===== src/hdl/rcp_pkg.sv =====
// shared types, codes and constants of the resp command parser
// no dependencies; imported by every module of the parser
package rcp_pkg;

  // limits and field widths
  localparam int ARG_LIMIT_CAP  = 1024;
  localparam int BULK_LIMIT_CAP = 64 * 1024 * 1024;
  localparam int ARGS_W         = 11;
  localparam int IDX_W          = 10;
  localparam int ACCUM_W        = 27;
  localparam int MAC_W          = ACCUM_W + 4;
  localparam int CFG_IDX_W      = 2;
  localparam int CFG_DATA_W     = 27;

  // word queue between front and back, depth a power of two
  localparam int QUEUE_DEPTH = 4;
  localparam int QUEUE_AW    = $clog2(QUEUE_DEPTH);

  // register indexes of the configuration port
  localparam logic [CFG_IDX_W-1:0] CFG_ARG_LIMIT  = CFG_IDX_W'(0);
  localparam logic [CFG_IDX_W-1:0] CFG_BULK_LIMIT = CFG_IDX_W'(1);

  // characters of the protocol
  localparam logic [7:0] CH_STAR   = 8'h2A;
  localparam logic [7:0] CH_DOLLAR = 8'h24;
  localparam logic [7:0] CH_CR     = 8'h0D;
  localparam logic [7:0] CH_LF     = 8'h0A;
  localparam logic [7:0] CH_MINUS  = 8'h2D;
  localparam logic [7:0] CH_ZERO   = 8'h30;
  localparam logic [7:0] CH_NINE   = 8'h39;

  typedef enum logic [2:0] {
    CL_STAR,
    CL_DOLLAR,
    CL_CR,
    CL_LF,
    CL_MINUS,
    CL_DIGIT,
    CL_OTHER
  } cls_t;

  // one classified input byte
  typedef struct packed {
    logic [7:0] data;
    cls_t       cls;
    logic [3:0] digit;
  } tok_t;

  // configured limits handed to the back end
  typedef struct packed {
    logic [ARGS_W-1:0]  arg_limit;
    logic [ACCUM_W-1:0] bulk_limit;
  } lim_t;

  typedef enum logic [1:0] {
    KIND_PAYLOAD = 2'd0,
    KIND_DONE    = 2'd1,
    KIND_ERROR   = 2'd2
  } kind_t;

  typedef enum logic [2:0] {
    ERR_MISSING_STAR   = 3'd0,
    ERR_BAD_COUNT      = 3'd1,
    ERR_TOO_MANY_ARGS  = 3'd2,
    ERR_MISSING_DOLLAR = 3'd3,
    ERR_BAD_LENGTH     = 3'd4,
    ERR_BULK_TOO_LARGE = 3'd5,
    ERR_MISSING_CRLF   = 3'd6
  } err_t;

endpackage


===== src/hdl/rcp_front.sv =====
// front end: takes input words, classifies each byte and registers it
// depends on rcp_pkg; feeds rcp_queue
module rcp_front (
  input  logic         clk,
  input  logic         rst,
  input  logic         in_valid,
  output logic         in_stall,
  input  logic [7:0]   data_byte,
  input  logic         q_full,
  output logic         q_push,
  output rcp_pkg::tok_t q_data
);
  import rcp_pkg::*;

  logic tok_valid;
  tok_t tok;
  tok_t tok_next;
  logic accept;

  // hold off the source only while a word waits on a full queue
  assign in_stall = tok_valid && q_full;
  assign accept   = in_valid && !in_stall;
  assign q_push   = tok_valid && !q_full;
  assign q_data   = tok;

  // byte classification
  always_comb begin
    tok_next.data  = data_byte;
    tok_next.digit = 4'(data_byte - CH_ZERO);
    if (data_byte == CH_STAR) begin
      tok_next.cls = CL_STAR;
    end else if (data_byte == CH_DOLLAR) begin
      tok_next.cls = CL_DOLLAR;
    end else if (data_byte == CH_CR) begin
      tok_next.cls = CL_CR;
    end else if (data_byte == CH_LF) begin
      tok_next.cls = CL_LF;
    end else if (data_byte == CH_MINUS) begin
      tok_next.cls = CL_MINUS;
    end else if (data_byte inside {[CH_ZERO:CH_NINE]}) begin
      tok_next.cls = CL_DIGIT;
    end else begin
      tok_next.cls = CL_OTHER;
    end
  end

  // classified word register
  always_ff @(posedge clk) begin
    if (rst) begin
      tok_valid <= 1'b0;
    end else begin
      tok_valid <= accept || (tok_valid && q_full);
    end
    if (accept) begin
      tok <= tok_next;
    end
  end

endmodule


===== src/hdl/rcp_queue.sv =====
// short word queue between front and back end
// depends on rcp_pkg for the word type and depth
module rcp_queue (
  input  logic          clk,
  input  logic          rst,
  input  logic          push,
  input  rcp_pkg::tok_t push_data,
  input  logic          pop,
  output logic          full,
  output logic          empty,
  output rcp_pkg::tok_t head
);
  import rcp_pkg::*;

  tok_t                mem [QUEUE_DEPTH];
  logic [QUEUE_AW-1:0] wr_ptr;
  logic [QUEUE_AW-1:0] rd_ptr;
  logic [QUEUE_AW:0]   count;

  assign full  = (count == (QUEUE_AW + 1)'(QUEUE_DEPTH));
  assign empty = (count == '0);
  assign head  = mem[rd_ptr];

  // pointers and fill count
  always_ff @(posedge clk) begin
    if (rst) begin
      wr_ptr <= '0;
      rd_ptr <= '0;
      count  <= '0;
    end else begin
      if (push) begin
        wr_ptr <= wr_ptr + QUEUE_AW'(1);
      end
      if (pop) begin
        rd_ptr <= rd_ptr + QUEUE_AW'(1);
      end
      if (push && !pop) begin
        count <= count + (QUEUE_AW + 1)'(1);
      end else if (pop && !push) begin
        count <= count - (QUEUE_AW + 1)'(1);
      end
    end
  end

  // storage
  always_ff @(posedge clk) begin
    if (push) begin
      mem[wr_ptr] <= push_data;
    end
  end

endmodule


===== src/hdl/rcp_back.sv =====
// back end: protocol state machine and result word register
// depends on rcp_pkg; pops classified words from rcp_queue
module rcp_back (
  input  logic                       clk,
  input  logic                       rst,
  input  rcp_pkg::lim_t              lim,
  input  logic                       q_empty,
  input  rcp_pkg::tok_t              q_head,
  output logic                       q_pop,
  output logic                       out_valid,
  input  logic                       out_stall,
  output rcp_pkg::kind_t             kind,
  output logic [7:0]                 payload_byte,
  output logic [rcp_pkg::IDX_W-1:0]  arg_index,
  output logic                       last_of_command,
  output rcp_pkg::err_t              error_code
);
  import rcp_pkg::*;

  typedef enum logic [3:0] {
    PH_STAR,
    PH_COUNT,
    PH_COUNT_LF,
    PH_DOLLAR,
    PH_LEN,
    PH_LEN_LF,
    PH_PAYLOAD,
    PH_PAY_CR,
    PH_PAY_LF,
    PH_DISCARD
  } phase_t;

  localparam logic [MAC_W-1:0] COUNT_SAT = MAC_W'(ARG_LIMIT_CAP + 1);
  localparam logic [MAC_W-1:0] LEN_SAT   = MAC_W'(BULK_LIMIT_CAP + 1);
  localparam logic [ARGS_W-1:0]  ARG_CAP  = ARGS_W'(ARG_LIMIT_CAP);
  localparam logic [ACCUM_W-1:0] BULK_CAP = ACCUM_W'(BULK_LIMIT_CAP);

  // state
  phase_t             phase, phase_next;
  logic [ACCUM_W-1:0] number_accum, number_accum_next;
  logic               number_negative, number_negative_next;
  logic               number_bad, number_bad_next;
  logic               digit_seen, digit_seen_next;
  logic [ARGS_W-1:0]  args_expected, args_expected_next;
  logic [ARGS_W-1:0]  args_finished, args_finished_next;
  logic [ACCUM_W-1:0] payload_left, payload_left_next;

  // step results
  logic             emit;
  kind_t            res_kind;
  logic [IDX_W-1:0] res_idx;
  logic             res_last;
  err_t             res_err;
  logic             do_error;
  logic             do_start;

  // helpers
  logic [ARGS_W-1:0]  alim;
  logic [ACCUM_W-1:0] blim;
  logic [MAC_W-1:0]   mac;
  logic [MAC_W-1:0]   sat;
  logic [ACCUM_W-1:0] accum_sat;
  logic [ARGS_W-1:0]  fin_inc;
  logic [ACCUM_W-1:0] left_dec;
  logic               out_free;

  assign out_free = !out_valid || !out_stall;
  assign q_pop    = !q_empty && out_free;

  // effective limits
  assign alim = (lim.arg_limit < ARG_CAP) ? lim.arg_limit : ARG_CAP;
  assign blim = (lim.bulk_limit < BULK_CAP) ? lim.bulk_limit : BULK_CAP;

  // decimal accumulate with saturation above the cap
  assign mac = (MAC_W'(number_accum) << 3) + (MAC_W'(number_accum) << 1)
             + MAC_W'(q_head.digit);
  assign sat       = (phase == PH_COUNT) ? COUNT_SAT : LEN_SAT;
  assign accum_sat = (mac > sat) ? sat[ACCUM_W-1:0] : mac[ACCUM_W-1:0];
  assign fin_inc   = args_finished + ARGS_W'(1);
  assign left_dec  = payload_left - ACCUM_W'(1);

  // next state for the word at the queue head
  always_comb begin
    phase_next           = phase;
    number_accum_next    = number_accum;
    number_negative_next = number_negative;
    number_bad_next      = number_bad;
    digit_seen_next      = digit_seen;
    args_expected_next   = args_expected;
    args_finished_next   = args_finished;
    payload_left_next    = payload_left;
    emit     = 1'b0;
    res_kind = KIND_PAYLOAD;
    res_idx  = args_finished[IDX_W-1:0];
    res_last = 1'b0;
    res_err  = ERR_MISSING_STAR;
    do_error = 1'b0;
    do_start = 1'b0;

    case (phase)
      PH_STAR: begin
        if (q_head.cls == CL_STAR) begin
          do_start = 1'b1;
        end else begin
          do_error = 1'b1;
          res_err  = ERR_MISSING_STAR;
          res_idx  = '0;
        end
      end
      PH_COUNT, PH_LEN: begin
        if (q_head.cls == CL_CR) begin
          phase_next = (phase == PH_COUNT) ? PH_COUNT_LF : PH_LEN_LF;
        end else if (q_head.cls == CL_MINUS && !digit_seen && !number_negative) begin
          number_negative_next = 1'b1;
        end else if (q_head.cls == CL_DIGIT) begin
          digit_seen_next   = 1'b1;
          number_accum_next = accum_sat;
        end else begin
          number_bad_next = 1'b1;
        end
      end
      PH_COUNT_LF: begin
        res_idx = '0;
        if (q_head.cls != CL_LF || number_bad || !digit_seen || number_negative
            || number_accum == '0) begin
          do_error = 1'b1;
          res_err  = ERR_BAD_COUNT;
        end else if (number_accum > ACCUM_W'(alim)) begin
          do_error = 1'b1;
          res_err  = ERR_TOO_MANY_ARGS;
        end else begin
          args_expected_next = number_accum[ARGS_W-1:0];
          args_finished_next = '0;
          phase_next         = PH_DOLLAR;
        end
      end
      PH_DOLLAR: begin
        if (q_head.cls != CL_DOLLAR) begin
          do_error = 1'b1;
          res_err  = ERR_MISSING_DOLLAR;
        end else begin
          number_accum_next    = '0;
          number_negative_next = 1'b0;
          number_bad_next      = 1'b0;
          digit_seen_next      = 1'b0;
          phase_next           = PH_LEN;
        end
      end
      PH_LEN_LF: begin
        if (q_head.cls != CL_LF || number_bad || !digit_seen
            || (number_negative && number_accum != '0)) begin
          do_error = 1'b1;
          res_err  = ERR_BAD_LENGTH;
        end else if (number_accum > blim) begin
          do_error = 1'b1;
          res_err  = ERR_BULK_TOO_LARGE;
        end else begin
          payload_left_next = number_accum;
          phase_next = (number_accum != '0) ? PH_PAYLOAD : PH_PAY_CR;
        end
      end
      PH_PAYLOAD: begin
        payload_left_next = left_dec;
        if (left_dec == '0) begin
          phase_next = PH_PAY_CR;
        end
        emit     = 1'b1;
        res_kind = KIND_PAYLOAD;
      end
      PH_PAY_CR: begin
        if (q_head.cls != CL_CR) begin
          do_error = 1'b1;
          res_err  = ERR_MISSING_CRLF;
        end else begin
          phase_next = PH_PAY_LF;
        end
      end
      PH_PAY_LF: begin
        if (q_head.cls != CL_LF) begin
          do_error = 1'b1;
          res_err  = ERR_MISSING_CRLF;
        end else begin
          args_finished_next = fin_inc;
          res_last   = (fin_inc >= args_expected);
          phase_next = res_last ? PH_STAR : PH_DOLLAR;
          emit       = 1'b1;
          res_kind   = KIND_DONE;
        end
      end
      default: begin
        if (q_head.cls == CL_STAR) begin
          do_start = 1'b1;
        end else begin
          phase_next = PH_DISCARD;
        end
      end
    endcase

    // error result, then drop bytes until a star
    if (do_error) begin
      phase_next = PH_DISCARD;
      emit       = 1'b1;
      res_kind   = KIND_ERROR;
    end

    // star opens a new command
    if (do_start) begin
      number_accum_next    = '0;
      number_negative_next = 1'b0;
      number_bad_next      = 1'b0;
      digit_seen_next      = 1'b0;
      args_expected_next   = '0;
      args_finished_next   = '0;
      payload_left_next    = '0;
      phase_next           = PH_COUNT;
    end
  end

  // state and result word register
  always_ff @(posedge clk) begin
    if (rst) begin
      phase           <= PH_STAR;
      number_accum    <= '0;
      number_negative <= 1'b0;
      number_bad      <= 1'b0;
      digit_seen      <= 1'b0;
      args_expected   <= '0;
      args_finished   <= '0;
      payload_left    <= '0;
      out_valid       <= 1'b0;
      kind            <= KIND_PAYLOAD;
      payload_byte    <= '0;
      arg_index       <= '0;
      last_of_command <= 1'b0;
      error_code      <= ERR_MISSING_STAR;
    end else begin
      if (q_pop) begin
        phase           <= phase_next;
        number_accum    <= number_accum_next;
        number_negative <= number_negative_next;
        number_bad      <= number_bad_next;
        digit_seen      <= digit_seen_next;
        args_expected   <= args_expected_next;
        args_finished   <= args_finished_next;
        payload_left    <= payload_left_next;
      end
      if (q_pop && emit) begin
        out_valid       <= 1'b1;
        kind            <= res_kind;
        payload_byte    <= (res_kind == KIND_PAYLOAD) ? q_head.data : 8'd0;
        arg_index       <= res_idx;
        last_of_command <= res_last;
        error_code      <= (res_kind == KIND_ERROR) ? res_err : ERR_MISSING_STAR;
      end else if (!out_stall) begin
        out_valid <= 1'b0;
      end
    end
  end

endmodule


===== src/hdl/resp_command_parser.sv =====
// top level of the resp multibulk command parser
// depends on rcp_pkg, rcp_front, rcp_queue and rcp_back
//
//   channel  handshake            payload
//   in       in_valid / in_stall  data_byte
//   out      out_valid/ out_stall kind, payload_byte, arg_index,
//                                 last_of_command, error_code
//   cfg      cfg_valid/ cfg_ready cfg_index, cfg_data
//
// one byte per clock sustained while out_stall stays low; a result word is
// registered after its byte passes the front-end word register, the queue
// write and the back-end result register. the back-end state machine retires one queued word per cycle unless stalled.
// synchronous reset restores the limit registers and empties the queue.
// a stalled output holds the back end; the four-word queue then fills and
// in_stall rises. cfg_ready is always high.
module resp_command_parser (
  input  logic                            clk,
  input  logic                            rst,
  input  logic                            in_valid,
  output logic                            in_stall,
  input  logic [7:0]                      data_byte,
  output logic                            out_valid,
  input  logic                            out_stall,
  output rcp_pkg::kind_t                  kind,
  output logic [7:0]                      payload_byte,
  output logic [rcp_pkg::IDX_W-1:0]       arg_index,
  output logic                            last_of_command,
  output rcp_pkg::err_t                   error_code,
  input  logic                            cfg_valid,
  output logic                            cfg_ready,
  input  logic [rcp_pkg::CFG_IDX_W-1:0]   cfg_index,
  input  logic [rcp_pkg::CFG_DATA_W-1:0]  cfg_data
);
  import rcp_pkg::*;

  lim_t lim;
  logic q_full;
  logic q_empty;
  logic q_push;
  logic q_pop;
  tok_t q_data;
  tok_t q_head;

  assign cfg_ready = 1'b1;

  // limit registers
  always_ff @(posedge clk) begin
    if (rst) begin
      lim.arg_limit  <= ARGS_W'(ARG_LIMIT_CAP);
      lim.bulk_limit <= ACCUM_W'(BULK_LIMIT_CAP);
    end else if (cfg_valid && cfg_ready) begin
      if (cfg_index == CFG_ARG_LIMIT) begin
        lim.arg_limit <= cfg_data[ARGS_W-1:0];
      end else if (cfg_index == CFG_BULK_LIMIT) begin
        lim.bulk_limit <= cfg_data[ACCUM_W-1:0];
      end
    end
  end

  rcp_front u_front (
    .clk       (clk),
    .rst       (rst),
    .in_valid  (in_valid),
    .in_stall  (in_stall),
    .data_byte (data_byte),
    .q_full    (q_full),
    .q_push    (q_push),
    .q_data    (q_data)
  );

  rcp_queue u_queue (
    .clk       (clk),
    .rst       (rst),
    .push      (q_push),
    .push_data (q_data),
    .pop       (q_pop),
    .full      (q_full),
    .empty     (q_empty),
    .head      (q_head)
  );

  rcp_back u_back (
    .clk             (clk),
    .rst             (rst),
    .lim             (lim),
    .q_empty         (q_empty),
    .q_head          (q_head),
    .q_pop           (q_pop),
    .out_valid       (out_valid),
    .out_stall       (out_stall),
    .kind            (kind),
    .payload_byte    (payload_byte),
    .arg_index       (arg_index),
    .last_of_command (last_of_command),
    .error_code      (error_code)
  );

endmodule


===== config.mk =====
export PLATFORM = sky130hd
export DESIGN_NAME = resp_command_parser
export DESIGN_NICKNAME = d
export VERILOG_FILES = /design/src/hdl/rcp_pkg.sv /design/src/hdl/rcp_front.sv /design/src/hdl/rcp_queue.sv /design/src/hdl/rcp_back.sv /design/src/hdl/resp_command_parser.sv
export SDC_FILE = /design/constraint.sdc
export NUM_CORES = 1
export LEC_CHECK = 0
export ABC_CLOCK_PERIOD_IN_PS = 7200
export BUFFER_PORTS_ARGS = -buffer_cell sky130_fd_sc_hd__buf_2
export CAP_MARGIN = 0
export CORE_AREA = 2 2 164 198
export CTS_CLUSTER_SIZE = 14
export DETAILED_ROUTE_END_ITERATION = 8
export DIE_AREA = 0 0 166 200
export PLACE_DENSITY = 0.6
export RECOVER_POWER = 100
export SYNTH_ARGS = -nofsm -noshare
export SYNTH_HDL_FRONTEND = slang
export SYNTH_HIERARCHICAL = 1
export SYNTH_SLANG_ARGS = --single-unit

===== constraint.sdc =====
create_clock -name clk -period 7.2 [get_ports clk]
set_input_delay 0.36 -clock clk [delete_from_list [all_inputs] [get_ports clk]]
set_output_delay 0.36 -clock clk [all_outputs]
set_load 0.01 [all_outputs]

* Yosys cells after proc, flatten, opt, wreduce, memory -nomap -nowiden
Memory sizes are Yosys's and may differ from the RTL's. A register that Yosys moved wholly into a read port is not among the register bits.
Cells that the tools add are included.
** Storage, ports and cells
- Flip-flop bits (word level) :: 169
- Bits in writable memories :: 60
- Input port bits :: 42
- Output and inout port bits :: 27
- Word-level logic and storage cells :: 242
- Memories kept :: 1
** Cells by class
- $add $sub $neg :: 9
- Order comparisons :: 8
- Eq/ne operators :: 47
- Mux-type cells :: 98
- Bitwise operators :: 1
- Reduce and logical (&&, ||, !) cells :: 53
** Memory list
- u_queue.mem :: words 4, width 15, read ports 1, clocked after memory_dff 1, write ports 1, RTL line rcp_queue.sv:15 : tok_t mem [QUEUE_DEPTH];
** Operators with widths (number)
- $mux 27 :: 11
- $pmux 27 s2 :: 2
- $mux 11 :: 9
- $logic_not 27->1 :: 2
- $mux 4 :: 12
- $mux 1 :: 33
- $ne 3x2->1 const B :: 11
- $pmux 4 s8 :: 1
- $add 30x28->31 :: 1
- $add 31x4->31 :: 1
- $gt 31x31->1 :: 1
- $ne 4x2->1 const B :: 7
- $gt 27x11->1 :: 1
- $gt 27x27->1 :: 1
- $lt 27x27->1 const B :: 1
- $mux 3 :: 9
- $reduce_bool 27->1 :: 1
- $sub 27x1->27 const B :: 1
- $eq 8x6->1 const B :: 3
- $mux 2 :: 11
- $pmux 11 s2 :: 1
- $pmux 10 s2 :: 1
- $eq 4x3->1 const B :: 4
- $eq 8x4->1 const B :: 2
- other kinds (43) :: 89

* Depth between registers and ports, before layout
- Word-level depth :: 10
- Gate-level depth with buffers :: 24

* Modules after synthesis
Netlist, hierarchy kept.
** By module, submodules not included
- rcp_back :: times used 1, cells each 1198, area an instance 9066.2 um^2, sequential area each 2162.1 um^2
- rcp_queue :: times used 1, cells each 122, area an instance 2623.8 um^2, sequential area each 1981.9 um^2
- resp_command_parser :: times used 1, cells each 159, area an instance 1659.1 um^2, sequential area each 760.7 um^2
- rcp_front :: times used 1, cells each 42, area an instance 541.8 um^2, sequential area each 350.3 um^2

* Worst setup path after synthesis
Ideal clock, no wire load.
- Path kind :: register to register
- Start point :: reg with a tool-made name
- End point :: reg u_back.number_accum[21]
- Library setup time :: 59 ps
- Arrival :: 4695 ps
- Required time :: 7141 ps
- Slack :: 2447 ps
- Cell stages (with the launch flop) :: 24
- Period minus slack after synthesis :: 4753 ps
- Cell sequence :: dfxtp_1 > buf_6 > buf_12 > mux4_2 > inv_1 > fa_1 > fa_1 > nor2b_1 > o2111ai_2 > a311oi_1 > nor3_1 > a31oi_1 > xor2_1 > ha_1 > nor2_1 > a21oi_1 > nor4_1 > nand4_1 > o22ai_1 > and4_1 > and3_1 > buf_4 > buf_6 > a22o_1
** RTL lines
- end signal, assigned :: RTL line rcp_back.sv:239 : number_accum <= number_accum_next;
- end, declared :: RTL line rcp_back.sv:40 : logic [ACCUM_W-1:0] number_accum, number_accum_next;

==> results.toml <==
[finish]
layout-drive-gt1-share_pct = 7.51
n_antenna_cell = 0
final_util_pct = 48.7
fin_nets = 1696
nFillCells = 2983
areaGrowthSynthToFinish_pct = 9.28

[worst_setup_path]
startpoint_type = "flop"
critPathMaxStageDelay_ns = 0.59
critPathKind = "reg -> reg"
ff2ff_setup_slack_ns = 1.67
worstPathMaxFanout = 15
r2r-end = "u_back/number_accum[1]$_SDFFE_PP0P_"
cp_cell_sequence = "buf_4 > mux4_1 > ha_1 > ha_1 > inv_1 > fa_1 > nor2b_1 > o2111ai_1 > a311oi_1 > nor3_1 > a31oi_1 > xor2_1 > ha_1 > nor2_1 > a21oi_1 > nor4_1 > nand4_1 > o22ai_1 > and4_1 > and3_1 > a22o_1"
cp_top_family = "simple AND/OR/NAND/NOR gates"
cp-end-kind = "flop"
critPathSlowestCell = "mux4_1"
crit_top_cell = "ha_1"
cp_num_buf_inv = 2
crit_required_ns = 7.67
arrival_ns = 5.99
worstRegToRegCells = 21

[run_status]
outcome = "finished with violations"
violations = "capacitance limit, slew limit"

[synth]
synthDistinctLibCells = 86
syn_area_um2 = 13900
ys_seq_elements = 227
ys.flop_type = "dfxtp_1"
syn_inst = 1521
syn_nets = 1678
syn_avg_cell_area_um2 = 9.13
synth_edf_count = 71
synth_async_sr_flop_share_pct = 0
ys_seq_area_share_pct = 37.8
yosysWarningCount = 6

[clock_tree]
cts_setup_buffers = 0
cts_buffers = 25
htree_levels = 1
root_buffer = "clkbuf_16"
postCtsResizedCells = 0
clock-sinks = 227
cts_hold_buf = 0
clockBufferDepth = 3
cts.clk_slew.worst_paths_ns = 0.06
tritoncts = "built"
clk-insertion-delay-late_ns = 0.55

[floorplanning]
boundaryPins = 69
die_y_um = 200
start_util_pct = 44.5
core-area_um2 = 31200
die_area_um2 = 33200
fp-row-count = 71
die_w_um = 166

[timing]
fmaxAchievable_mhz = 181
setup_viol = 0
hold_viol_final = 0
tns_ns = 0
period_minus_slack_ns = 5.53
hold_ws_ns = 0.0361
fin_crit_sh_pct = 76.8
slew_headroom_pct = -130
skew_ns = 0.0241
drv_slew = 166
rsz0062_at_grt = "no"
max_slew.worst_pin.slew_ns = 3.45

[drt]
first_iter_violations = 495
ant_nets = 0
wl_per_cell_um = 17.5
routed_via_density = 5.72
routed_wl_um = 34200
drt_pass1_iterations = 5
drc = 0
vias = 11200

[power_and_ir_drop]
p_per_area_nw_per_um2 = 245
total_power_mw = 3.73
p_leak_nw = 5.85
max-vdd-ir-drop_v = 0.000168

[global_routing]
grtUsageMet1_pct = 25.8
grt_pass1_vias = 10800
antenna_found_initial = 0
grt_pass1_wl_um = 55600
global_route.peak_usage_layer = "met2"
track_usage_pct = 20.2
use_met3_pct = 2.33
use_met2_pct = 35.8
grt_max_degree = 100
grt_overflow_total = 0

[place]
dp.final_hpwl_um = 24800
place_congestion = 0.905
port-buffer-count = 67

[worst_hold_path]
hold_start = "in_valid"
hp-class = "in -> reg"
min_delay_path_depth = 3
holdPathEnd = "u_front/tok_valid$_SDFF_PP0_"

[job]
max_cap_violations = 2
[worst min-delay path, stage by stage]
cell and delay, ns:
buf_2 0.08, nor2_1 0.04, nor2_1 0.06
[layer usage]
| layer | part of all wire, % | vias to the layer above |
|---|---|---|
| met2 | 48 | 230 |
| met3 | 4.0 | 63 |
| li1 | - | 5618 |
| met4 | 2.9 | 0 |
| met1 | 45 | 5286 |
| met5 | 0 | - |
[cell usage after synthesis, types with 7 or more instances]
cell type / instances / area share [%]
buf_2: 15 / 0.54
nand3b_1: 18 / 0.97
xor2_1: 23 / 1.5
ha_1: 112 / 10
edfxtp_1: 71 / 15
buf_6: 7 / 0.57
nor2b_1: 15 / 0.68
nor3_1: 34 / 1.2
a21o_1: 15 / 0.81
o21ai_0: 63 / 2.3
o21ai_1: 14 / 0.50
o31ai_1: 11 / 0.59
a22o_1: 18 / 1.1
o21a_1: 13 / 0.70
nor4_1: 18 / 0.81
nand3_1: 38 / 1.4
and3_1: 13 / 0.59
nor2_1: 125 / 3.4
clkbuf_1: 57 / 1.5
o211ai_1: 8 / 0.43
dfxtp_1: 156 / 22
nand2b_1: 79 / 3.6
o2111ai_1: 13 / 0.82
a21oi_1: 116 / 4.2
mux4_2: 10 / 1.6
nand2_1: 159 / 4.3
a31oi_1: 18 / 0.81
xnor2_1: 29 / 1.8
mux2i_1: 42 / 3.0
a22oi_1: 16 / 0.86
or3_1: 9 / 0.41
a211oi_1: 8 / 0.43
inv_1: 34 / 0.92
nand4_1: 20 / 0.90
[kinds of logic after synthesis]
logic type	share of synthesized area (%)
compound gates	17.7
xor+xnor	3.28
fa+ha+maj	10.5
buf+inv	4.14
flops	37.8
mux	5.59
other cells	0.0270
simple gates	21.0
[layout by cell type, fill, tap and decap left out, drive strengths merged, types with 14 or more instances in the layout]
cell type  synthesis  final
nor2b             15     15
a21oi            120    120
nand3b            18     18
a21o              15     15
nand4             20     20
xor2              23     23
a22o              18     18
ha               112    112
nand2b            79     79
mux2i             42     42
buf               30     40
a31oi             19     19
o2111ai           14     14
nor2             125    125
nand3             38     38
a22oi             16     16
xnor2             29     29
nor4              20     20
mux4              15     15
nand2            159    159
nor3              36     36
inv               34     36
clkbuf            57     67
o21ai             79     79
edfxtp            71     71
dfxtp            156    156
[state kept, by name, summed over array words and instances (netlist names), 2 cells and up, named ones only]
name                  flops
u_queue/mem              60
lim                      38
u_back/number_accum      27
u_back/payload_left      27
u_back/args_expected     11
u_back/args_finished     11
u_front/q_data           11
u_back/arg_index         10
u_back/payload_byte       8
u_back/phase              4
u_back/error_code         3
u_queue/count             3
u_back/kind               2
u_queue/rd_ptr            2
u_queue/wr_ptr            2
[power breakdown]
part           switching [mW]  internal [mW]
combinational           0.553          0.340
sequential             0.0919           1.40
clock                   0.539          0.806
[metrics by stage]
stage	setup WS [ns]	cell area (um2)	std cells
2_1_floorplan	2.45	13900	1521
3_3_place_gp	1.84	14400	1913
3_5_place_dp	1.80	14400	1913
4_1_cts	1.76	15300	1959
5_1_grt	1.22	15200	1959
6_report	1.67	15200	1959
[worst max-delay path by stage]
stage | startpoint | endpoint | slack (ns) | cells past startpoint
floorplan | flop | u_back/number_accum[21]$_SDFFE_PP0P_ | 2.45 | 23
global placement | flop | u_back/number_accum[2]$_SDFFE_PP0P_ | 1.84 | 19
detailed placement | flop | u_back/number_accum[1]$_SDFFE_PP0P_ | 1.80 | 19
CTS | flop | u_back/number_accum[1]$_SDFFE_PP0P_ | 1.76 | 21
global route | flop | u_back/number_accum[1]$_SDFFE_PP0P_ | 1.22 | 21
finish | flop | u_back/number_accum[1]$_SDFFE_PP0P_ | 1.67 | 21
[cell type report]
type	instances	area, um2	share of cell area [%]
clock inverters	17	205	1.35
multi-input cells	1170	8060	53.1
clock buffers	29	661	4.35
inverters	37	139	0.915
flip-flops and latches	227	5260	34.6
well taps	401	502	3.31
repair buffers	78	363	2.39
(Power assumes the default switching activity.)
